--- src/rtl/wsht_pkg.sv ---
`timescale 1ns / 1ps
// ----------------------------------------------------------------------------
// wsht_pkg
// Shared types and codes for the window stack hit test block.
// ----------------------------------------------------------------------------
package wsht_pkg;

  // width of a window id on the result channel
  localparam int unsigned ID_W = 5;

  // operation codes
  localparam logic OP_LOAD  = 1'b0;
  localparam logic OP_CLICK = 1'b1;

  // control sent from the sequencer to every cell of the stack
  typedef struct packed {
    logic probe;  // capture hit flag for the click point on the input
    logic load;   // push a new window on top, every cell shifts down
    logic move;   // a click hit: cells down to the first hit shift down
  } wsht_ctrl_t;

endpackage

--- src/rtl/wsht_if.sv ---
`timescale 1ns / 1ps
// ----------------------------------------------------------------------------
// wsht_in_if / wsht_out_if
// Valid/ready channels for the window stack hit test block.
// ----------------------------------------------------------------------------
interface wsht_in_if #(
  parameter int unsigned COORD_BITS = 12
);
  logic                  valid;
  logic                  ready;
  logic                  operation;
  logic [COORD_BITS-1:0] x_low;
  logic [COORD_BITS-1:0] y_low;
  logic [COORD_BITS-1:0] x_high;
  logic [COORD_BITS-1:0] y_high;

  modport source (output valid, operation, x_low, y_low, x_high, y_high, input ready);
  modport sink   (input valid, operation, x_low, y_low, x_high, y_high, output ready);
endinterface

interface wsht_out_if;
  logic       valid;
  logic       ready;
  logic [4:0] window_id;
  logic       ignored;
  logic       store_full;

  modport source (output valid, window_id, ignored, store_full, input ready);
  modport sink   (input valid, window_id, ignored, store_full, output ready);
endinterface

--- src/rtl/wsht_cell.sv ---
`timescale 1ns / 1ps
// ----------------------------------------------------------------------------
// wsht_cell
// One stack position: holds a window rectangle and its id, tests a click
// point against it and shifts in its upper neighbor's window.
// ----------------------------------------------------------------------------
module wsht_cell
  import wsht_pkg::*;
#(
  parameter int unsigned COORD_BITS = 12,
  parameter int unsigned CNT_W      = 5,
  parameter int unsigned IDX        = 0
) (
  input  logic                  clk_i,
  input  logic                  rst_ni,
  input  wsht_ctrl_t            ctrl_i,
  input  logic [CNT_W-1:0]      count_i,
  input  logic [COORD_BITS-1:0] px_i,
  input  logic [COORD_BITS-1:0] py_i,
  input  logic                  hit_above_i,
  output logic                  hit_above_o,
  output logic                  first_o,
  input  logic [COORD_BITS-1:0] prev_xl_i,
  input  logic [COORD_BITS-1:0] prev_yl_i,
  input  logic [COORD_BITS-1:0] prev_xh_i,
  input  logic [COORD_BITS-1:0] prev_yh_i,
  input  logic [ID_W-1:0]       prev_id_i,
  output logic [COORD_BITS-1:0] xl_o,
  output logic [COORD_BITS-1:0] yl_o,
  output logic [COORD_BITS-1:0] xh_o,
  output logic [COORD_BITS-1:0] yh_o,
  output logic [ID_W-1:0]       id_o
);

  logic [COORD_BITS-1:0] xl_q, yl_q, xh_q, yh_q;
  logic [ID_W-1:0]       id_q;
  logic                  hit_q, hit_d;
  logic                  occupied;
  logic                  shift;

  assign occupied = (CNT_W'(IDX) < count_i);

  // closed rectangle, edges inside
  assign hit_d = occupied && (px_i >= xl_q) && (px_i <= xh_q)
                          && (py_i >= yl_q) && (py_i <= yh_q);

  assign hit_above_o = hit_above_i | hit_q;
  assign first_o     = hit_q & ~hit_above_i;
  assign shift       = ctrl_i.load | (ctrl_i.move & ~hit_above_i);

  always_ff @(posedge clk_i or negedge rst_ni) begin
    if (!rst_ni) begin
      hit_q <= 1'b0;
    end else if (ctrl_i.probe) begin
      hit_q <= hit_d;
    end
  end

  always_ff @(posedge clk_i) begin
    if (shift) begin
      xl_q <= prev_xl_i;
      yl_q <= prev_yl_i;
      xh_q <= prev_xh_i;
      yh_q <= prev_yh_i;
      id_q <= prev_id_i;
    end
  end

  assign xl_o = xl_q;
  assign yl_o = yl_q;
  assign xh_o = xh_q;
  assign yh_o = yh_q;
  assign id_o = id_q;

endmodule

--- src/rtl/window_stack_hit_test_move_to_front_top.sv ---
`timescale 1ns / 1ps
// ----------------------------------------------------------------------------
// window_stack_hit_test_move_to_front_top
// Window z-order stack with click hit test and move to front.
// ----------------------------------------------------------------------------
// The stack is a row of MAX_WINDOWS cells, position 0 on top, each holding one
// window rectangle and its id. An item passes the accept cycle, in which, for
// a click, every cell compares the click point against its rectangle and
// keeps a hit flag, then the execute state, in which the first hit is found
// along the cell row and the cells shift down one place (all of them for a
// load that fits, those down to the hit for a click that hits) while the
// result is registered. The input is ready again as soon as the result is
// registered, so a new item can be taken while that result waits; a result
// that is not taken holds the next item in its execute state. There is no
// clearing pass after reset: only positions below the window count are tested.
// ----------------------------------------------------------------------------
module window_stack_hit_test_move_to_front_top
  import wsht_pkg::*;
#(
  parameter int unsigned MAX_WINDOWS = 16,
  parameter int unsigned COORD_BITS  = 12
) (
  input  logic              clk_i,
  input  logic              rst_ni,
  wsht_in_if.sink           in_i,
  wsht_out_if.source        out_o
);

  localparam int unsigned CNT_W = $clog2(MAX_WINDOWS + 1);

  localparam logic ST_IDLE = 1'b0;
  localparam logic ST_EXEC = 1'b1;

  logic                  state_q, state_d;
  logic                  op_q;
  logic [COORD_BITS-1:0] xl_q, yl_q, xh_q, yh_q;
  logic [CNT_W-1:0]      count_q, count_d;
  logic                  out_valid_q, out_valid_d;
  logic [ID_W-1:0]       out_id_q, out_id_d;
  logic                  out_ign_q, out_ign_d;
  logic                  out_full_q, out_full_d;

  logic                  accept;
  logic                  out_free;
  logic                  finish;
  logic                  is_full;
  logic                  any_hit;
  logic [ID_W-1:0]       new_id;
  wsht_ctrl_t            ctrl;

  logic [COORD_BITS-1:0] cell_xl [MAX_WINDOWS];
  logic [COORD_BITS-1:0] cell_yl [MAX_WINDOWS];
  logic [COORD_BITS-1:0] cell_xh [MAX_WINDOWS];
  logic [COORD_BITS-1:0] cell_yh [MAX_WINDOWS];
  logic [ID_W-1:0]       cell_id [MAX_WINDOWS];
  logic [COORD_BITS-1:0] prev_xl [MAX_WINDOWS];
  logic [COORD_BITS-1:0] prev_yl [MAX_WINDOWS];
  logic [COORD_BITS-1:0] prev_xh [MAX_WINDOWS];
  logic [COORD_BITS-1:0] prev_yh [MAX_WINDOWS];
  logic [ID_W-1:0]       prev_id [MAX_WINDOWS];
  logic                  hit_above [MAX_WINDOWS+1];
  logic [MAX_WINDOWS-1:0] first;

  logic [COORD_BITS-1:0] sel_xl, sel_yl, sel_xh, sel_yh;
  logic [ID_W-1:0]       sel_id;

  assign in_i.ready = (state_q == ST_IDLE);
  assign accept     = in_i.valid && in_i.ready;
  assign out_free   = !out_valid_q || out_o.ready;
  assign finish     = (state_q == ST_EXEC) && out_free;
  assign is_full    = (count_q == CNT_W'(MAX_WINDOWS));
  assign any_hit    = hit_above[MAX_WINDOWS];
  assign new_id     = ID_W'(count_q + 1'b1);

  assign ctrl.probe = accept && (in_i.operation == OP_CLICK);
  assign ctrl.load  = finish && (op_q == OP_LOAD) && !is_full;
  assign ctrl.move  = finish && (op_q == OP_CLICK) && any_hit;

  // window found by the click, picked out of the row by its one-hot flag
  always_comb begin
    sel_xl = '0;
    sel_yl = '0;
    sel_xh = '0;
    sel_yh = '0;
    sel_id = '0;
    for (int i = 0; i < MAX_WINDOWS; i++) begin
      if (first[i]) begin
        sel_xl = sel_xl | cell_xl[i];
        sel_yl = sel_yl | cell_yl[i];
        sel_xh = sel_xh | cell_xh[i];
        sel_yh = sel_yh | cell_yh[i];
        sel_id = sel_id | cell_id[i];
      end
    end
  end

  assign hit_above[0] = 1'b0;

  for (genvar i = 0; i < MAX_WINDOWS; i++) begin : g_cell
    if (i == 0) begin : g_top
      assign prev_xl[i] = (op_q == OP_LOAD) ? xl_q   : sel_xl;
      assign prev_yl[i] = (op_q == OP_LOAD) ? yl_q   : sel_yl;
      assign prev_xh[i] = (op_q == OP_LOAD) ? xh_q   : sel_xh;
      assign prev_yh[i] = (op_q == OP_LOAD) ? yh_q   : sel_yh;
      assign prev_id[i] = (op_q == OP_LOAD) ? new_id : sel_id;
    end else begin : g_below
      assign prev_xl[i] = cell_xl[i-1];
      assign prev_yl[i] = cell_yl[i-1];
      assign prev_xh[i] = cell_xh[i-1];
      assign prev_yh[i] = cell_yh[i-1];
      assign prev_id[i] = cell_id[i-1];
    end

    wsht_cell #(
      .COORD_BITS (COORD_BITS),
      .CNT_W      (CNT_W),
      .IDX        (i)
    ) u_cell (
      .clk_i       (clk_i),
      .rst_ni      (rst_ni),
      .ctrl_i      (ctrl),
      .count_i     (count_q),
      .px_i        (in_i.x_low),
      .py_i        (in_i.y_low),
      .hit_above_i (hit_above[i]),
      .hit_above_o (hit_above[i+1]),
      .first_o     (first[i]),
      .prev_xl_i   (prev_xl[i]),
      .prev_yl_i   (prev_yl[i]),
      .prev_xh_i   (prev_xh[i]),
      .prev_yh_i   (prev_yh[i]),
      .prev_id_i   (prev_id[i]),
      .xl_o        (cell_xl[i]),
      .yl_o        (cell_yl[i]),
      .xh_o        (cell_xh[i]),
      .yh_o        (cell_yh[i]),
      .id_o        (cell_id[i])
    );
  end

  always_comb begin
    state_d     = state_q;
    count_d     = count_q;
    out_valid_d = out_valid_q && !out_o.ready;
    out_id_d    = out_id_q;
    out_ign_d   = out_ign_q;
    out_full_d  = out_full_q;
    case (state_q)
      ST_IDLE: begin
        if (accept) begin
          state_d = ST_EXEC;
        end
      end
      ST_EXEC: begin
        if (finish) begin
          state_d     = ST_IDLE;
          out_valid_d = 1'b1;
          out_id_d    = '0;
          out_ign_d   = 1'b0;
          out_full_d  = 1'b0;
          if (op_q == OP_LOAD) begin
            if (is_full) begin
              out_full_d = 1'b1;
            end else begin
              out_id_d = new_id;
              count_d  = count_q + 1'b1;
            end
          end else if (any_hit) begin
            out_id_d = sel_id;
          end else begin
            out_ign_d = 1'b1;
          end
        end
      end
      default: begin
        state_d = ST_IDLE;
      end
    endcase
  end

  always_ff @(posedge clk_i or negedge rst_ni) begin
    if (!rst_ni) begin
      state_q     <= ST_IDLE;
      count_q     <= '0;
      out_valid_q <= 1'b0;
    end else begin
      state_q     <= state_d;
      count_q     <= count_d;
      out_valid_q <= out_valid_d;
    end
  end

  always_ff @(posedge clk_i) begin
    if (accept) begin
      op_q <= in_i.operation;
      xl_q <= in_i.x_low;
      yl_q <= in_i.y_low;
      xh_q <= in_i.x_high;
      yh_q <= in_i.y_high;
    end
    out_id_q   <= out_id_d;
    out_ign_q  <= out_ign_d;
    out_full_q <= out_full_d;
  end

  assign out_o.valid      = out_valid_q;
  assign out_o.window_id  = out_id_q;
  assign out_o.ignored    = out_ign_q;
  assign out_o.store_full = out_full_q;

endmodule

--- src/flat_wrapper.sv ---
// flat-port wrapper written by rule: the top's interface ports become plain ports
module window_stack_hit_test_move_to_front_top_flat import wsht_pkg::*;
#(
  parameter int unsigned MAX_WINDOWS = 16,
  parameter int unsigned COORD_BITS  = 12
)
  (clk_i, rst_ni, in_i_valid, in_i_operation, in_i_x_low, in_i_y_low, in_i_x_high, in_i_y_high, in_i_ready, out_o_valid, out_o_window_id, out_o_ignored, out_o_store_full, out_o_ready);
  wsht_in_if #(.COORD_BITS(COORD_BITS)) in_i_i ();
  wsht_out_if out_o_i ();
  input  logic clk_i;
  input  logic rst_ni;
  input wire logic [$bits(in_i_i.valid)-1:0] in_i_valid;
  input wire logic [$bits(in_i_i.operation)-1:0] in_i_operation;
  input wire logic [$bits(in_i_i.x_low)-1:0] in_i_x_low;
  input wire logic [$bits(in_i_i.y_low)-1:0] in_i_y_low;
  input wire logic [$bits(in_i_i.x_high)-1:0] in_i_x_high;
  input wire logic [$bits(in_i_i.y_high)-1:0] in_i_y_high;
  output wire logic [$bits(in_i_i.ready)-1:0] in_i_ready;
  output wire logic [$bits(out_o_i.valid)-1:0] out_o_valid;
  output wire logic [$bits(out_o_i.window_id)-1:0] out_o_window_id;
  output wire logic [$bits(out_o_i.ignored)-1:0] out_o_ignored;
  output wire logic [$bits(out_o_i.store_full)-1:0] out_o_store_full;
  input wire logic [$bits(out_o_i.ready)-1:0] out_o_ready;
  assign in_i_i.valid = in_i_valid;
  assign in_i_i.operation = in_i_operation;
  assign in_i_i.x_low = in_i_x_low;
  assign in_i_i.y_low = in_i_y_low;
  assign in_i_i.x_high = in_i_x_high;
  assign in_i_i.y_high = in_i_y_high;
  assign in_i_ready = in_i_i.ready;
  assign out_o_valid = out_o_i.valid;
  assign out_o_window_id = out_o_i.window_id;
  assign out_o_ignored = out_o_i.ignored;
  assign out_o_store_full = out_o_i.store_full;
  assign out_o_i.ready = out_o_ready;
  window_stack_hit_test_move_to_front_top #(.MAX_WINDOWS(MAX_WINDOWS), .COORD_BITS(COORD_BITS)) u_core (.clk_i(clk_i), .rst_ni(rst_ni), .in_i(in_i_i), .out_o(out_o_i));
endmodule
--- config.mk ---
export PLATFORM = sky130hd
export DESIGN_NAME = window_stack_hit_test_move_to_front_top_flat
export DESIGN_NICKNAME = d
export VERILOG_FILES = /design/src/rtl/wsht_pkg.sv /design/src/rtl/wsht_if.sv /design/src/rtl/wsht_cell.sv /design/src/rtl/window_stack_hit_test_move_to_front_top.sv /design/src/flat_wrapper.sv
export SDC_FILE = /design/constraint.sdc
export NUM_CORES = 2
export LEC_CHECK = 0
export ABC_CLOCK_PERIOD_IN_PS = 14470
export BUFFER_PORTS_ARGS = -buffer_cell sky130_fd_sc_hd__buf_4
export CAP_MARGIN = 5
export CORE_ASPECT_RATIO = 0.6
export CORE_MARGIN = 10
export CORE_UTILIZATION = 35
export CTS_CLUSTER_SIZE = 30
export DETAILED_ROUTE_END_ITERATION = 10
export SYNTH_ARGS = -nofsm -noshare
export SYNTH_HDL_FRONTEND = slang
export SYNTH_HIERARCHICAL = 1
export SYNTH_SLANG_ARGS = --single-unit
--- constraint.sdc ---
create_clock -name clk_i -period 14.47 [get_ports clk_i]
set_clock_uncertainty 0.15 [all_clocks]
set_input_delay 2.1705 -clock clk_i [delete_from_list [all_inputs] [get_ports clk_i]]
set_output_delay 2.1705 -clock clk_i [all_outputs]
set_load 0.05 [all_outputs]
==> flow_metrics.tcl <==
set metrics [dict create \
    detailedPlace.worstSlack_ps 6870 \
    grt_pass1_wl_um 285000 \
    ant_nets 0 \
    io_pins 62 \
    startpoint_type "flop" \
    globalplace.congestion 0.939 \
    period_share_pct 54.6 \
    max_freq_mhz 127 \
    rrSetupSlack_ps 6570 \
    rsz0062_at_grt "no" \
    syn-cell-area_sq_mm 0.0528 \
    yosysWarnings 6 \
    setup_ws_ps 6570 \
    violations "capacitance limit, slew limit" \
    drt_iter0_drc 6326 \
    p_leak_uw 0.0243 \
    ys_top_cells_by_area "edfxtp_1 51%, ha_1 18%, inv_1 5.4%, a221oi_1 2.8%, a22o_1 2.7%" \
    ys_seq_elements 927 \
    yosysSeqAreaShare_pct 52.5 \
    nets 5270 \
    path_class "reg -> reg" \
    viasPerCell 6.10 \
    synth_flop_cell "edfxtp_1" \
    status "finished with violations" \
    maxCapViolations 1 \
    core_area_sq_mm 0.150 \
    end_kind "flop" \
    min_path_cells 0 \
    die-area_sq_mm 0.167 \
    clock_path_buffers 3 \
    overflow 0 \
    grt_pass1_vias 37600 \
    wl_per_cell_um 31.4 \
    powerDensity_mw_per_mm2 132 \
    root_buffer "clkbuf_16" \
    drive_above_1_share_pct 8.14 \
    htreeDepth 3 \
    dieWidth_um 521 \
    vdd_drop_max_v 0.000105 \
    worstPathRequired_ps 14830 \
    postCtsHoldBufs 0 \
    wl_um 206000 \
    worst-r2r-cell-count 23 \
    synth_enable_flop_cells 904 \
    fp.dieH_um 321 \
    critical_path.max_fanout 29 \
    vias 39900 \
    synth.top_cell.area_share_pct 51.4 \
    layout_common_cells "904 x edfxtp_1, 770 x ha_1, 766 x inv_1" \
    cts_setup_buffers 0 \
    grt.total_usage_pct 23.6 \
    synth_area_per_cell_sq_um 12.1 \
    hp-class "reg -> reg" \
    worst_ep_arrival_time_ps 8250 \
    postCtsResizedCells 0 \
    tightestPinTransition_ps 1540 \
    drv_slew 2 \
    drc_errors 0 \
    final_hold_viol_count 0 \
    areaGrowthSynthToFinish_pct 11.8 \
    relSlewSlack_pct -2.54 \
    clock-sinks 927 \
    finalSetupViolCount 0 \
    syn_inst 4347 \
    clk_pin_slew_ps 70 \
    period_needed_ps 7900 \
    fin_total_pwr_uw 7810 \
    grt_max_degree 63 \
    start_util_pct 35.2 \
    firstDrtPassIters 8 \
    layout_commonest_cell "edfxtp_1" \
    final.setup.tns_ps 0 \
    rows 110 \
    async_flop_share_pct 2.48 \
    cts_tree "done" \
    synth_top_area_cell "edfxtp_1" \
    numCtsBuffers 88 \
    clkLatencyLatePin_ps 720 \
    antenna_found_initial 11 \
    io_buffers 61 \
    ys_types 83 \
    dp_hpwl_um 145000 \
]
==> cells by family (layout without fill, tap and decap cells) <==
group                      count (synthesis)  after routing  share of synthesized area [%]
AOI/OAI and AO/OA                       1100           1100                           15.8
xor gates and xnor gates                   7              7                          0.116
adders and majority gates                770            770                           18.2
buffers and inverters                    875           1046                           6.36
DFF                                      927            927                           52.5
muxes                                      4              4                         0.0758
other                                      1              8                        0.00710
and+or+nand+nor                          663            663                           6.84
==> registers in the layout (all words and copies together) (netlist names), 16 cells and up <==
signal	flops
u_core/g_cell.u_cell/xh_o	192
u_core/g_cell.u_cell/xl_o	192
u_core/g_cell.u_cell/yh_o	192
u_core/g_cell.u_cell/yl_o	192
u_core/g_cell.u_cell/id_o	80
u_core/g_cell.u_cell/hit_q	16
==> cell usage after synthesis (all sizes together), types with 17 or more instances <==
master   instances
dfrtp           23
nand4          127
nand3           80
a21o            84
a221oi         167
edfxtp         904
or2             17
nor2b           73
ha             770
inv            766
clkbuf          55
o211ai          35
buf             54
and3            50
a211oi          46
a21oi          257
nand2          102
a41oi           52
a2111oi         40
a22oi           96
nand2b          28
nor2           115
a22o           164
o21ai           73
nor3            39
==> stage by stage <==
stage          area, sq um  utilization (%)  hold slack (ps)  cells
3_5_place_dp         56000             37.4              285   6373
6_report             59000             39.4              305   6541
3_3_place_gp         56000             37.4              284   6373
5_1_grt              59000             39.4              312   6538
4_1_cts              59000             39.4              300   6536
2_1_floorplan        52800                -              276   4349
==> critical path: stages, from the launching register on <==
cell and delay [ps]:
dfrtp_1 390, or2_2 340, or2_2 330, or2_2 330, or2_2 320, inv_1 100, nand2_1 110, or2_2 340
or2_2 330, or2_2 330, or2_2 330, or2_2 330, or2_2 320, inv_1 90, nand2_1 110, or2_2 340
or2_2 330, or2_2 350, nor2_4 960, buf_4 660, a22o_1 210, a221oi_1 50, and4_1 270, o22ai_1 200
==> layer usage <==
metal,vias to the layer above,part of all wire (%),track usage (%)
met5,-,0.29,2.55
met4,12,2.4,5.13
met1,19700,44,35.9
met2,3052,34,27.6
met3,360,19,13.3
li1,16800,-,-
==> final timing paths <==
kind / start / endpoint
max: u_core/g_cell[0].u_cell/hit_q / u_core/out_o.window_id[0]
min: u_core/g_cell[4].u_cell/id_o[2] / u_core/g_cell[5].u_cell/id_o[2]
max reg2reg: u_core/g_cell[0].u_cell/hit_q / u_core/out_o.window_id[0]
min reg2reg: u_core/g_cell[4].u_cell/id_o[2] / u_core/g_cell[5].u_cell/id_o[2]
max in group asynchronous: rst_ni / u_core/g_cell[12].u_cell/hit_q
min in group asynchronous: rst_ni / u_core/count_q[3]
==> power by group <==
| part | switching, uW | total (uW) | internal [uW] |
|---|---|---|---|
| Sequential | 330 | 3710 | 3380 |
| Clock | 1120 | 2510 | 1390 |
| Combinational | 1100 | 1580 | 489 |
| Total | 2550 | 7810 | 5260 |
==> cell type report <==
cell class / count / area (sq um)
fillers: 14200 / 90800
flip-flops and latches: 927 / 27700
multi-input cells: 2547 / 22000
inverters: 766 / 2880
well taps: 2016 / 2520
clock buffers: 113 / 2440
repair buffers: 117 / 878
clock inverters: 50 / 556
diodes: 5 / 12.5
Power figures use the tool's default switching activity.
